[src/hdl/lqritc_pkg.sv]
package lqritc_pkg;

    // Controller dimensions
    localparam int NUM_STATES   = 12;
    localparam int NUM_OUTPUTS  = 4;
    localparam int NUM_TRACKED  = 3;
    localparam int TRACKED_BASE = 9;

    // Word widths
    localparam int DATA_W = 32;
    localparam int DT_W   = 31;
    localparam int TIME_W = 48;
    localparam int FRAC_W = 16;
    localparam int IDX_W  = 7;
    localparam int MODE_W = 2;
    localparam int ACT_W  = 2;

    // Multiplier and accumulator
    localparam int OPND_W = DATA_W + 1;
    localparam int PROD_W = 2 * OPND_W;
    localparam int ACC_W  = PROD_W;
    localparam int ONE_Q  = 2 ** FRAC_W;

    localparam logic [DT_W-1:0] DT_RESET = DT_W'(655);

    // Coefficient table layout, column-major
    localparam int TABLE_DEPTH = 128;
    localparam int TABLE_AW    = $clog2(TABLE_DEPTH);
    localparam int K1_BASE     = 0;
    localparam int KX_BASE     = K1_BASE + NUM_OUTPUTS * NUM_TRACKED;
    localparam int TRIM_BASE   = KX_BASE + NUM_OUTPUTS * NUM_STATES;
    localparam int SLOPE_BASE  = TRIM_BASE + NUM_OUTPUTS;
    localparam int OFFSET_BASE = SLOPE_BASE + NUM_TRACKED;
    localparam int CADDR_RAW   = $clog2(OFFSET_BASE + NUM_TRACKED);
    localparam int CADDR_W     = (CADDR_RAW > TABLE_AW) ? CADDR_RAW : TABLE_AW;

    // Index widths
    localparam int SADDR_W = $clog2(NUM_STATES);
    localparam int TSI_W   = (TRACKED_BASE + NUM_TRACKED > 1) ?
                             $clog2(TRACKED_BASE + NUM_TRACKED) : 1;
    localparam int TK_W    = (NUM_TRACKED > 1) ? $clog2(NUM_TRACKED) : 1;
    localparam int OUT_W   = (NUM_OUTPUTS > 1) ? $clog2(NUM_OUTPUTS) : 1;

    // Input word modes
    localparam logic [MODE_W-1:0] MODE_COEF    = 2'd0;
    localparam logic [MODE_W-1:0] MODE_STATE   = 2'd1;
    localparam logic [MODE_W-1:0] MODE_RESTART = 2'd2;

    // Sub-steps of one reference / error computation
    localparam logic [1:0] REF_HI  = 2'd0;
    localparam logic [1:0] REF_LO  = 2'd1;
    localparam logic [1:0] REF_OFS = 2'd2;
    localparam logic [1:0] REF_ERR = 2'd3;

    typedef enum logic [2:0] {
        SQ_IDLE,
        SQ_REF,
        SQ_GAP_ERR,
        SQ_K1,
        SQ_GAP_ROW,
        SQ_DT,
        SQ_KX,
        SQ_TRIM
    } seq_state_t;

    typedef enum logic [1:0] {
        A_COEF,
        A_ROW,
        A_ONE
    } a_sel_t;

    typedef enum logic [2:0] {
        B_STATE,
        B_THI,
        B_TLO,
        B_ERR,
        B_DT,
        B_ONE
    } b_sel_t;

    typedef enum logic [2:0] {
        ACC_LOAD,
        ACC_ADD,
        ACC_SUB,
        ACC_SATSUB,
        ACC_INTADD
    } acc_op_t;

    typedef enum logic [2:0] {
        CM_NONE,
        CM_ERR,
        CM_ROW,
        CM_INTEG,
        CM_CMD
    } commit_t;

    typedef struct packed {
        logic [MODE_W-1:0]        mode;
        logic [IDX_W-1:0]         index;
        logic signed [DATA_W-1:0] value;
        logic                     last;
    } in_word_t;

    typedef struct packed {
        logic [ACT_W-1:0]         actuator_index;
        logic signed [DATA_W-1:0] actuator_value;
        logic                     last_actuator;
    } out_word_t;

    // One multiply-accumulate micro-op from the sequencer
    typedef struct packed {
        logic                valid;
        logic [CADDR_W-1:0]  caddr;
        logic                coef_zero;
        logic [SADDR_W-1:0]  saddr;
        logic                state_zero;
        a_sel_t              a_sel;
        b_sel_t              b_sel;
        logic                shift;
        acc_op_t             acc_op;
        commit_t             commit;
        logic [TK_W-1:0]     tk;
        logic [OUT_W-1:0]    oi;
        logic                last_out;
    } uop_t;

    // Table and state vector write port
    typedef struct packed {
        logic              coef_we;
        logic              state_we;
        logic [IDX_W-1:0]  addr;
        logic [DATA_W-1:0] data;
    } mem_wr_t;

    // Saturate accumulator to a 32-bit signed word
    function automatic logic signed [DATA_W-1:0] sat32(input logic signed [ACC_W-1:0] v);
        logic [ACC_W-DATA_W:0] top;
        top = v[ACC_W-1:DATA_W-1];
        if (top == '0 || top == '1) begin
            return v[DATA_W-1:0];
        end else if (v[ACC_W-1]) begin
            return {1'b1, {(DATA_W-1){1'b0}}};
        end else begin
            return {1'b0, {(DATA_W-1){1'b1}}};
        end
    endfunction

endpackage

[src/hdl/lqritc_seq.sv]
module lqritc_seq (
    input  logic              aclk,
    input  logic              aresetn,
    input  logic              start,
    input  logic              out_busy,
    output logic              busy,
    output lqritc_pkg::uop_t  uop
);

    lqritc_pkg::seq_state_t                state_reg, state_next;
    logic [lqritc_pkg::TK_W-1:0]           k_reg, k_next;
    logic [lqritc_pkg::OUT_W-1:0]          i_reg, i_next;
    logic [lqritc_pkg::SADDR_W-1:0]        j_reg, j_next;
    logic [lqritc_pkg::TSI_W-1:0]          ts;
    logic                                  k_last, i_last, j_last;

    assign k_last = (k_reg == lqritc_pkg::TK_W'(lqritc_pkg::NUM_TRACKED - 1));
    assign i_last = (i_reg == lqritc_pkg::OUT_W'(lqritc_pkg::NUM_OUTPUTS - 1));
    assign j_last = (j_reg == lqritc_pkg::SADDR_W'(lqritc_pkg::NUM_STATES - 1));

    // state element tracked by reference k
    assign ts = lqritc_pkg::TSI_W'(lqritc_pkg::TRACKED_BASE) + lqritc_pkg::TSI_W'(k_reg);

    assign busy = (state_reg != lqritc_pkg::SQ_IDLE);

    // State and counters
    always_ff @(posedge aclk) begin
        if (!aresetn) begin
            state_reg <= lqritc_pkg::SQ_IDLE;
            k_reg     <= '0;
            i_reg     <= '0;
            j_reg     <= '0;
        end else begin
            state_reg <= state_next;
            k_reg     <= k_next;
            i_reg     <= i_next;
            j_reg     <= j_next;
        end
    end

    // Micro-op issue, one multiply per cycle outside the gap states and the trim wait
    always_comb begin
        state_next   = state_reg;
        k_next       = k_reg;
        i_next       = i_reg;
        j_next       = j_reg;
        uop          = '0;
        uop.shift    = 1'b1;
        uop.oi       = i_reg;
        uop.tk       = k_reg;
        uop.a_sel    = lqritc_pkg::A_COEF;
        uop.b_sel    = lqritc_pkg::B_ONE;
        uop.acc_op   = lqritc_pkg::ACC_ADD;
        uop.commit   = lqritc_pkg::CM_NONE;

        unique case (state_reg)
            lqritc_pkg::SQ_IDLE: begin
                if (start) begin
                    state_next = lqritc_pkg::SQ_REF;
                    k_next     = '0;
                    j_next     = '0;
                end
            end

            // ref = sat(slope*t + offset), err = sat(ref - x)
            lqritc_pkg::SQ_REF: begin
                uop.valid = 1'b1;
                unique case (j_reg[1:0])
                    lqritc_pkg::REF_HI: begin
                        uop.caddr  = lqritc_pkg::CADDR_W'(lqritc_pkg::SLOPE_BASE)
                                   + lqritc_pkg::CADDR_W'(k_reg);
                        uop.b_sel  = lqritc_pkg::B_THI;
                        uop.shift  = 1'b0;
                        uop.acc_op = lqritc_pkg::ACC_LOAD;
                    end
                    lqritc_pkg::REF_LO: begin
                        uop.caddr  = lqritc_pkg::CADDR_W'(lqritc_pkg::SLOPE_BASE)
                                   + lqritc_pkg::CADDR_W'(k_reg);
                        uop.b_sel  = lqritc_pkg::B_TLO;
                    end
                    lqritc_pkg::REF_OFS: begin
                        uop.caddr  = lqritc_pkg::CADDR_W'(lqritc_pkg::OFFSET_BASE)
                                   + lqritc_pkg::CADDR_W'(k_reg);
                        uop.b_sel  = lqritc_pkg::B_ONE;
                    end
                    lqritc_pkg::REF_ERR: begin
                        uop.a_sel      = lqritc_pkg::A_ONE;
                        uop.b_sel      = lqritc_pkg::B_STATE;
                        uop.saddr      = lqritc_pkg::SADDR_W'(ts);
                        uop.state_zero = (ts >= lqritc_pkg::NUM_STATES);
                        uop.acc_op     = lqritc_pkg::ACC_SATSUB;
                        uop.commit     = lqritc_pkg::CM_ERR;
                    end
                endcase
                if (j_reg[1:0] == lqritc_pkg::REF_ERR) begin
                    j_next = '0;
                    if (k_last) begin
                        state_next = lqritc_pkg::SQ_GAP_ERR;
                    end else begin
                        k_next = k_reg + 1'b1;
                    end
                end else begin
                    j_next = j_reg + 1'b1;
                end
            end

            // errors must land before K1 reads them
            lqritc_pkg::SQ_GAP_ERR: begin
                state_next = lqritc_pkg::SQ_K1;
                i_next     = '0;
                k_next     = '0;
            end

            // row sum of K1 * err
            lqritc_pkg::SQ_K1: begin
                uop.valid  = 1'b1;
                uop.caddr  = lqritc_pkg::CADDR_W'(lqritc_pkg::K1_BASE)
                           + lqritc_pkg::CADDR_W'(i_reg)
                           + lqritc_pkg::CADDR_W'(k_reg)
                             * lqritc_pkg::CADDR_W'(lqritc_pkg::NUM_OUTPUTS);
                uop.b_sel  = lqritc_pkg::B_ERR;
                uop.acc_op = (k_reg == '0) ? lqritc_pkg::ACC_LOAD : lqritc_pkg::ACC_ADD;
                if (k_last) begin
                    uop.commit = lqritc_pkg::CM_ROW;
                    state_next = lqritc_pkg::SQ_GAP_ROW;
                end else begin
                    k_next = k_reg + 1'b1;
                end
            end

            // row sum must land before the dt multiply
            lqritc_pkg::SQ_GAP_ROW: begin
                state_next = lqritc_pkg::SQ_DT;
            end

            lqritc_pkg::SQ_DT: begin
                uop.valid  = 1'b1;
                uop.a_sel  = lqritc_pkg::A_ROW;
                uop.b_sel  = lqritc_pkg::B_DT;
                uop.acc_op = lqritc_pkg::ACC_INTADD;
                uop.commit = lqritc_pkg::CM_INTEG;
                state_next = lqritc_pkg::SQ_KX;
                j_next     = '0;
            end

            // integrator - Kx * x
            lqritc_pkg::SQ_KX: begin
                uop.valid  = 1'b1;
                uop.caddr  = lqritc_pkg::CADDR_W'(lqritc_pkg::KX_BASE)
                           + lqritc_pkg::CADDR_W'(i_reg)
                           + lqritc_pkg::CADDR_W'(j_reg)
                             * lqritc_pkg::CADDR_W'(lqritc_pkg::NUM_OUTPUTS);
                uop.b_sel  = lqritc_pkg::B_STATE;
                uop.saddr  = j_reg;
                uop.acc_op = (j_reg == '0) ? lqritc_pkg::ACC_SATSUB : lqritc_pkg::ACC_SUB;
                if (j_last) begin
                    state_next = lqritc_pkg::SQ_TRIM;
                end else begin
                    j_next = j_reg + 1'b1;
                end
            end

            // add trim and emit; held until the output register is free
            lqritc_pkg::SQ_TRIM: begin
                if (!out_busy) begin
                    uop.valid    = 1'b1;
                    uop.caddr    = lqritc_pkg::CADDR_W'(lqritc_pkg::TRIM_BASE)
                                 + lqritc_pkg::CADDR_W'(i_reg);
                    uop.b_sel    = lqritc_pkg::B_ONE;
                    uop.commit   = lqritc_pkg::CM_CMD;
                    uop.last_out = i_last;
                    if (i_last) begin
                        state_next = lqritc_pkg::SQ_IDLE;
                    end else begin
                        i_next     = i_reg + 1'b1;
                        k_next     = '0;
                        state_next = lqritc_pkg::SQ_K1;
                    end
                end
            end
        endcase

        uop.coef_zero = (uop.caddr >= lqritc_pkg::TABLE_DEPTH);
    end

    a_cmd_free: assert property (@(posedge aclk) disable iff (!aresetn)
        (uop.valid && uop.commit == lqritc_pkg::CM_CMD) |-> !out_busy)
        else $error("command issued while output register occupied");

    a_end_on_last: assert property (@(posedge aclk) disable iff (!aresetn)
        $fell(busy) |-> $past(uop.valid && uop.commit == lqritc_pkg::CM_CMD && uop.last_out))
        else $error("step ended without final command");

endmodule

[config.mk]
export PLATFORM = sky130hd
export DESIGN_NAME = lqritc_seq
export DESIGN_NICKNAME = d
export VERILOG_FILES = /design/src/hdl/lqritc_pkg.sv /design/src/hdl/lqritc_seq.sv
export SDC_FILE = /design/constraint.sdc
export NUM_CORES = 1
export LEC_CHECK = 0
export BUFFER_PORTS_ARGS = -buffer_cell sky130_fd_sc_hd__buf_2
export CORE_AREA = 2 2 53 55
export CTS_CLUSTER_DIAMETER = 200
export DETAILED_ROUTE_END_ITERATION = 16
export DIE_AREA = 0 0 55 57
export GPL_TIMING_DRIVEN = 0
export HOLD_SLACK_MARGIN = 0.06
export PLACE_DENSITY = 0.74
export SETUP_SLACK_MARGIN = 0.3
export SYNTH_ARGS = -nofsm -noshare
export SYNTH_HDL_FRONTEND = slang
export SYNTH_SLANG_ARGS = --single-unit
[constraint.sdc]
create_clock -name aclk -period 1.9 [get_ports aclk]
set_input_delay 0.095 -clock aclk [delete_from_list [all_inputs] [get_ports aclk]]
set_output_delay 0.095 -clock aclk [all_outputs]
set_load 0.01 [all_outputs]
==> results.sh, run 1 <==
export IMPL_async_reset_ff_frac=0
export IMPL_ant_nets=0
export IMPL_place_gp_congestion=0.883
export IMPL_fin_tns_setup_ns=0
export IMPL_min_path_type="input pin to register"
export IMPL_cp_cell_sequence="buf_8 -> buf_6 -> nor4b_4 -> a32o_1 -> buf_2"
export IMPL_remaining_drc_errors=0
export IMPL_drtPass1Iterations=4
export IMPL_ff2ff_path_depth=5
export IMPL_critPathKind="register to primary output"
export IMPL_cts_tree="yes"
export IMPL_cts_buffer_depth=2
export IMPL_startpoint_type="register"
export IMPL_num_nets_final=243
export IMPL_cp_num_buf_inv=3
export IMPL_die_w_um=55
export IMPL_die_area_mm2=0.00314
export IMPL_vias_per_cell=5.89
export IMPL_maxCapViolations=0
export IMPL_synth_seq_cells=11
export IMPL_rsz0062_at_grt="yes"
export IMPL_status="completed"
export IMPL_rows=19
export IMPL_cts_sinks=11
export IMPL_cp_max_fo=6
export IMPL_cp_slowest_cell="dfxtp_4"
export IMPL_syn_nets=186
export IMPL_min_path_cells=3
export IMPL_chipHeight_um=57
export IMPL_io_buffers=33
export IMPL_drive_above_1_share=0.403
export IMPL_overflow=0
export IMPL_synthFlopType="dfxtp_1"
export IMPL_drv_slew=0
export IMPL_diodes=0
export IMPL_grt_pass1_vias=1253
export IMPL_finalCritPeriodShare=0.886
export IMPL_h_tree_depth=1
export IMPL_fmax_mhz=594
export IMPL_routedWlPerCell_um=15.5
export IMPL_power_total_uw=590
export IMPL_fill_cells=208
export IMPL_final_cell_mix="buf_2 (36), buf_4 (20), nand2_1 (16), nor2_1 (12)"
export IMPL_top_level_ports=36
export IMPL_hold_viol=0
export IMPL_leakagePower_uw=0.000915
export IMPL_insertion_delay_ns=0.27
export IMPL_grt_pass1_wl_um=5720
export IMPL_synth_edf_count=0
export IMPL_layout_commonest_cell="buf_2"
export IMPL_wl_um=3980
export IMPL_via_count=1514
export IMPL_slowest_delay_ns=0.38
export IMPL_place_hpwl_um=2690
export IMPL_clkTransAtPathRegs_ns=0.08
export IMPL_peakVddDrop_mv=0.388
export IMPL_root_buffer="clkbuf_4"
export IMPL_antenna_found_initial=0
export IMPL_grt_use_total=0.247
export IMPL_yosys_warnings=0
export IMPL_drt_iter0_drc=78
export IMPL_cts_buffers=3
export IMPL_critPathRequiredTime_ns=1.80
export IMPL_fin_crit_ns=1.68
export IMPL_grt_max_degree=11
export IMPL_cts_hold_buf=0
export IMPL_yosys_cell_types_count=48
export IMPL_cp_arrival_ns=1.59
export IMPL_syn_to_final_growth_pct=38.2
export IMPL_crit_path_end_kind="primary output"
export IMPL_synth_area_per_cell_um2=7.41
export IMPL_clock_skew_ns=0.00742
export IMPL_power_density_mw_per_mm2=339
export IMPL_start_util=0.482
export IMPL_setup_viol=0
export IMPL_syn_inst=170
export IMPL_yosysSeqAreaShare=0.175
export IMPL_coreArea_mm2=0.00262
export IMPL_largest_reg_flops=4
export IMPL_cp_num_cells=5
export IMPL_crit_family="flip-flops"
export IMPL_synth_area_mm2=0.00126
[final timing paths]
check / startpoint / to / slack, ns
setup / recovery: state_reg[2] / uop[25] / 0.22
hold / removal: aresetn / k_reg[0] / 0.20
hold reg to reg: k_reg[0] / k_reg[0] / 0.48
setup reg to reg: j_reg[1] / state_reg[1] / 0.33
[cell usage after synthesis (3+ instances only)]
cell type	n	area, um^2
nor3_1	5	25.0
buf_4	3	22.5
nand3_1	6	30.0
a211oi_1	3	22.5
nor2b_1	3	18.8
a22o_1	4	35.0
o22ai_1	5	31.3
a21oi_1	11	55.1
dfxtp_1	11	220
nand2_1	17	63.8
o21ai_0	16	80.1
mux2i_1	4	40.0
inv_1	13	48.8
and2_1	4	25.0
nor2_1	12	45.0
buf_6	3	33.8
buf_2	4	20.0
ha_1	12	150
[worst reg2reg max path: stages, from the launching register on]
cell and delay [ns]:
dfxtp_4 0.39, ha_2 0.28, inv_1 0.12, a2111o_1 0.41
mux2i_1 0.21, nor2_1 0.05
[logic make-up (layout without fill, tap and decap cells)]
kind of cell,Yosys count,in the layout,share of synthesized area
flip-flops,11,11,0.175
XOR/XNOR,2,2,0.0139
AO/OA/AOI/OAI,52,52,0.264
multiplexers,4,4,0.0318
AND/OR/NAND/NOR,61,61,0.282
buffers and inverters,27,83,0.111
other,1,1,0.00298
adder cells (fa/ha/maj),12,12,0.119
[per-layer routing]
layer,GRT usage,up-vias,routed length [um]
met5,0,-,0
met3,0.0366,10,271
met1,0.347,711,1710
met4,0.0836,0,68
met2,0.381,80,1930
li1,-,713,-
[power by group]
group          internal, uW  leakage, uW  switching [uW]
sequential              234    0.0000936            6.27
clock                  81.3    0.0000150            87.1
combinational          80.8     0.000806             100
[per-stage QoR]
step	std cells	hold WS (ns)	cell area, um^2	utilization	setup slack, ns
floorplan	170	0.294	1260	-	0.396
global placement	234	0.486	1460	0.560	0.147
finish	257	0.198	1740	0.666	0.217
detailed placement	234	0.499	1460	0.560	0.112
global route	257	0.209	1740	0.666	0.151
CTS	246	0.182	1590	0.610	0.205
[timing repair]
action | 4_1_cts | 5_1_grt
buffers inserted | 8 | 9
resized for setup | 24 | 16
pin swaps | 2 | 6
endpoints found under the setup margin | 25 | 17
cloned | 0 | 2
[area by class of cell]
cell class | count | area, um^2 | share of cell area
clock buffers | 4 | 26.3 | 0.0151
well taps | 31 | 38.8 | 0.0223
multi-input cells | 132 | 946 | 0.543
flip-flops and latches | 11 | 239 | 0.137
repair buffers | 52 | 327 | 0.187
plain buffers | 13 | 111 | 0.0639
inverters | 14 | 53.8 | 0.0309
Note: power is estimated with default switching activity, not from simulation.
==> run 2: changes to the inputs <==
--- a/config.mk
+++ b/config.mk
@@ -6,13 +6,13 @@
 export NUM_CORES = 1
 export LEC_CHECK = 0
 export BUFFER_PORTS_ARGS = -buffer_cell sky130_fd_sc_hd__buf_2
-export CORE_AREA = 2 2 53 55
+export CORE_AREA = 4 4 55 57
 export CTS_CLUSTER_DIAMETER = 200
 export DETAILED_ROUTE_END_ITERATION = 16
-export DIE_AREA = 0 0 55 57
+export DIE_AREA = 0 0 59 61
 export GPL_TIMING_DRIVEN = 0
 export HOLD_SLACK_MARGIN = 0.06
-export PLACE_DENSITY = 0.74
+export PLACE_DENSITY = 0.76
 export SETUP_SLACK_MARGIN = 0.3
 export SYNTH_ARGS = -nofsm -noshare
 export SYNTH_HDL_FRONTEND = slang
==> results.sh, run 2 (synthesis gave the netlist of run 1 again) <==
export IMPL_status="completed"
export IMPL_leakagePower_uw=0.000962
export IMPL_grt_max_degree=11
export IMPL_peakVddDrop_mv=0.311
export IMPL_grt_pass1_wl_um=6490
export IMPL_finalCritPeriodShare=0.903
export IMPL_antenna_found_initial=0
export IMPL_syn_to_final_growth_pct=52.0
export IMPL_ant_nets=0
export IMPL_cp_arrival_ns=1.62
export IMPL_fin_tns_setup_ns=0
export IMPL_rsz0062_at_grt="yes"
export IMPL_cp_max_fo=4
export IMPL_layout_commonest_cell="buf_2"
export IMPL_fin_crit_ns=1.72
export IMPL_cts_buffers=3
export IMPL_grt_pass1_vias=1402
export IMPL_cts_tree="yes"
export IMPL_drive_above_1_share=0.487
export IMPL_crit_path_end_kind="primary output"
export IMPL_dp_cells=233
export IMPL_grt_use_total=0.238
export IMPL_top_level_ports=36
export IMPL_start_util=0.509
export IMPL_place_hpwl_um=2800
export IMPL_routedWlPerCell_um=18.2
export IMPL_startpoint_type="register"
export IMPL_final_cell_mix="buf_2 (34), buf_4 (20), nand2_1 (15), nor2_1 (11), a21oi_1 (10)"
export IMPL_fmax_mhz=583
export IMPL_via_count=1610
export IMPL_power_density_mw_per_mm2=332
export IMPL_diodes=0
export IMPL_dpl_instance_area_mm2=0.00146
export IMPL_io_buffers=33
export IMPL_drtPass1Iterations=4
export IMPL_cts_buffer_depth=2
export IMPL_drv_slew=0
export IMPL_overflow=0
export IMPL_setup_ws_ns=0.184
export IMPL_largest_reg_flops=4
export IMPL_instances_no_fill=262
export IMPL_die_w_um=59
export IMPL_h_tree_depth=1
export IMPL_clkTransAtPathRegs_ns=0.10
export IMPL_vias_per_cell=6.15
export IMPL_remaining_drc_errors=0
export IMPL_place_gp_congestion=0.859
export IMPL_chipHeight_um=61
export IMPL_critPathRequiredTime_ns=1.80
export IMPL_rows=18
export IMPL_drt_iter0_drc=170
export IMPL_coreArea_mm2=0.00248
export IMPL_insertion_delay_ns=0.29
export IMPL_num_nets_final=249
export IMPL_die_area_mm2=0.00360
export IMPL_clock_skew_ns=0.0119
export IMPL_maxCapViolations=0
export IMPL_hold_viol=0
export IMPL_final_area_mm2=0.00192
export IMPL_setup_viol=0
export IMPL_pre_cts_slack_ns=0.122
export IMPL_critPathKind="register to primary output"
export IMPL_wl_um=4770
export IMPL_cts_hold_buf=0
export IMPL_cts_sinks=11
export IMPL_root_buffer="clkbuf_4"
export IMPL_min_path_type="input pin to register"
## run 2: cell count changes in the layout (fill, tap and decap cells not counted), moves of 2 or more
cell and delta:
o21ai_2 +2, inv_2 -2, buf_12 +2, clkbuf_4 +2, buf_2 -2, inv_4 +2, ha_4 +2, o21ai_0 -2
buf_6 +5, ha_1 -3
## run 2: report_power, final
part | switching (uW) | internal (uW) | total [uW]
Combinational | 112 | 93.0 | 205
Sequential | 8.21 | 234 | 242
Clock | 107 | 81.7 | 188
Total | 227 | 409 | 636
## run 2: worst paths after layout
kind	startpoint	endpoint	slack, ns	cells past startpoint
worst max-delay path	j_reg[0]	uop[24]	0.18	6
worst min-delay path	aresetn	k_reg[0]	0.21	3
worst max register to register	state_reg[2]	state_reg[0]	0.34	7
worst min register to register	i_reg[1]	i_reg[1]	0.53	2
## run 2: repair_timing
item	CTS	global route
gates cloned	0	1
setup endpoints to repair	28	21
pin swaps	3	14
resized for setup	36	37
buffers inserted	10	14
## run 2: layout make-up
type | count | area [um^2]
repair buffers | 58 | 400
well taps | 30 | 37.5
inverters | 14 | 66.3
multi-input cells | 132 | 1030
clock buffers | 4 | 26.3
fillers | 163 | 562
plain buffers | 13 | 114
flip-flops and latches | 11 | 239
## run 2: worst max-delay path, cell delays in order (launching register included)
cell and delay [ns]:
dfxtp_4 0.38, buf_6 0.13, ha_2 0.17, o21ai_1 0.15
o21ai_1 0.10, a22o_1 0.26, buf_2 0.14
## run 2: per-stage QoR
| step | total power [uW] | hold WS, ns | utilization |
|---|---|---|---|
| 2_1_floorplan | 350 | 0.294 | - |
| 6_report | 636 | 0.211 | 0.773 |
| 3_5_place_dp | 393 | 0.512 | 0.590 |
| 5_1_grt | 664 | 0.257 | 0.773 |
| 4_1_cts | 601 | 0.182 | 0.675 |
| 3_3_place_gp | 389 | 0.487 | 0.590 |
## run 2: routing by layer
layer	up-vias	share of wire	GRT usage
met3	30	0.073	0.0383
li1	728	-	-
met2	96	0.47	0.413
met4	0	0.056	0.104
met5	-	0	0
met1	756	0.40	0.291
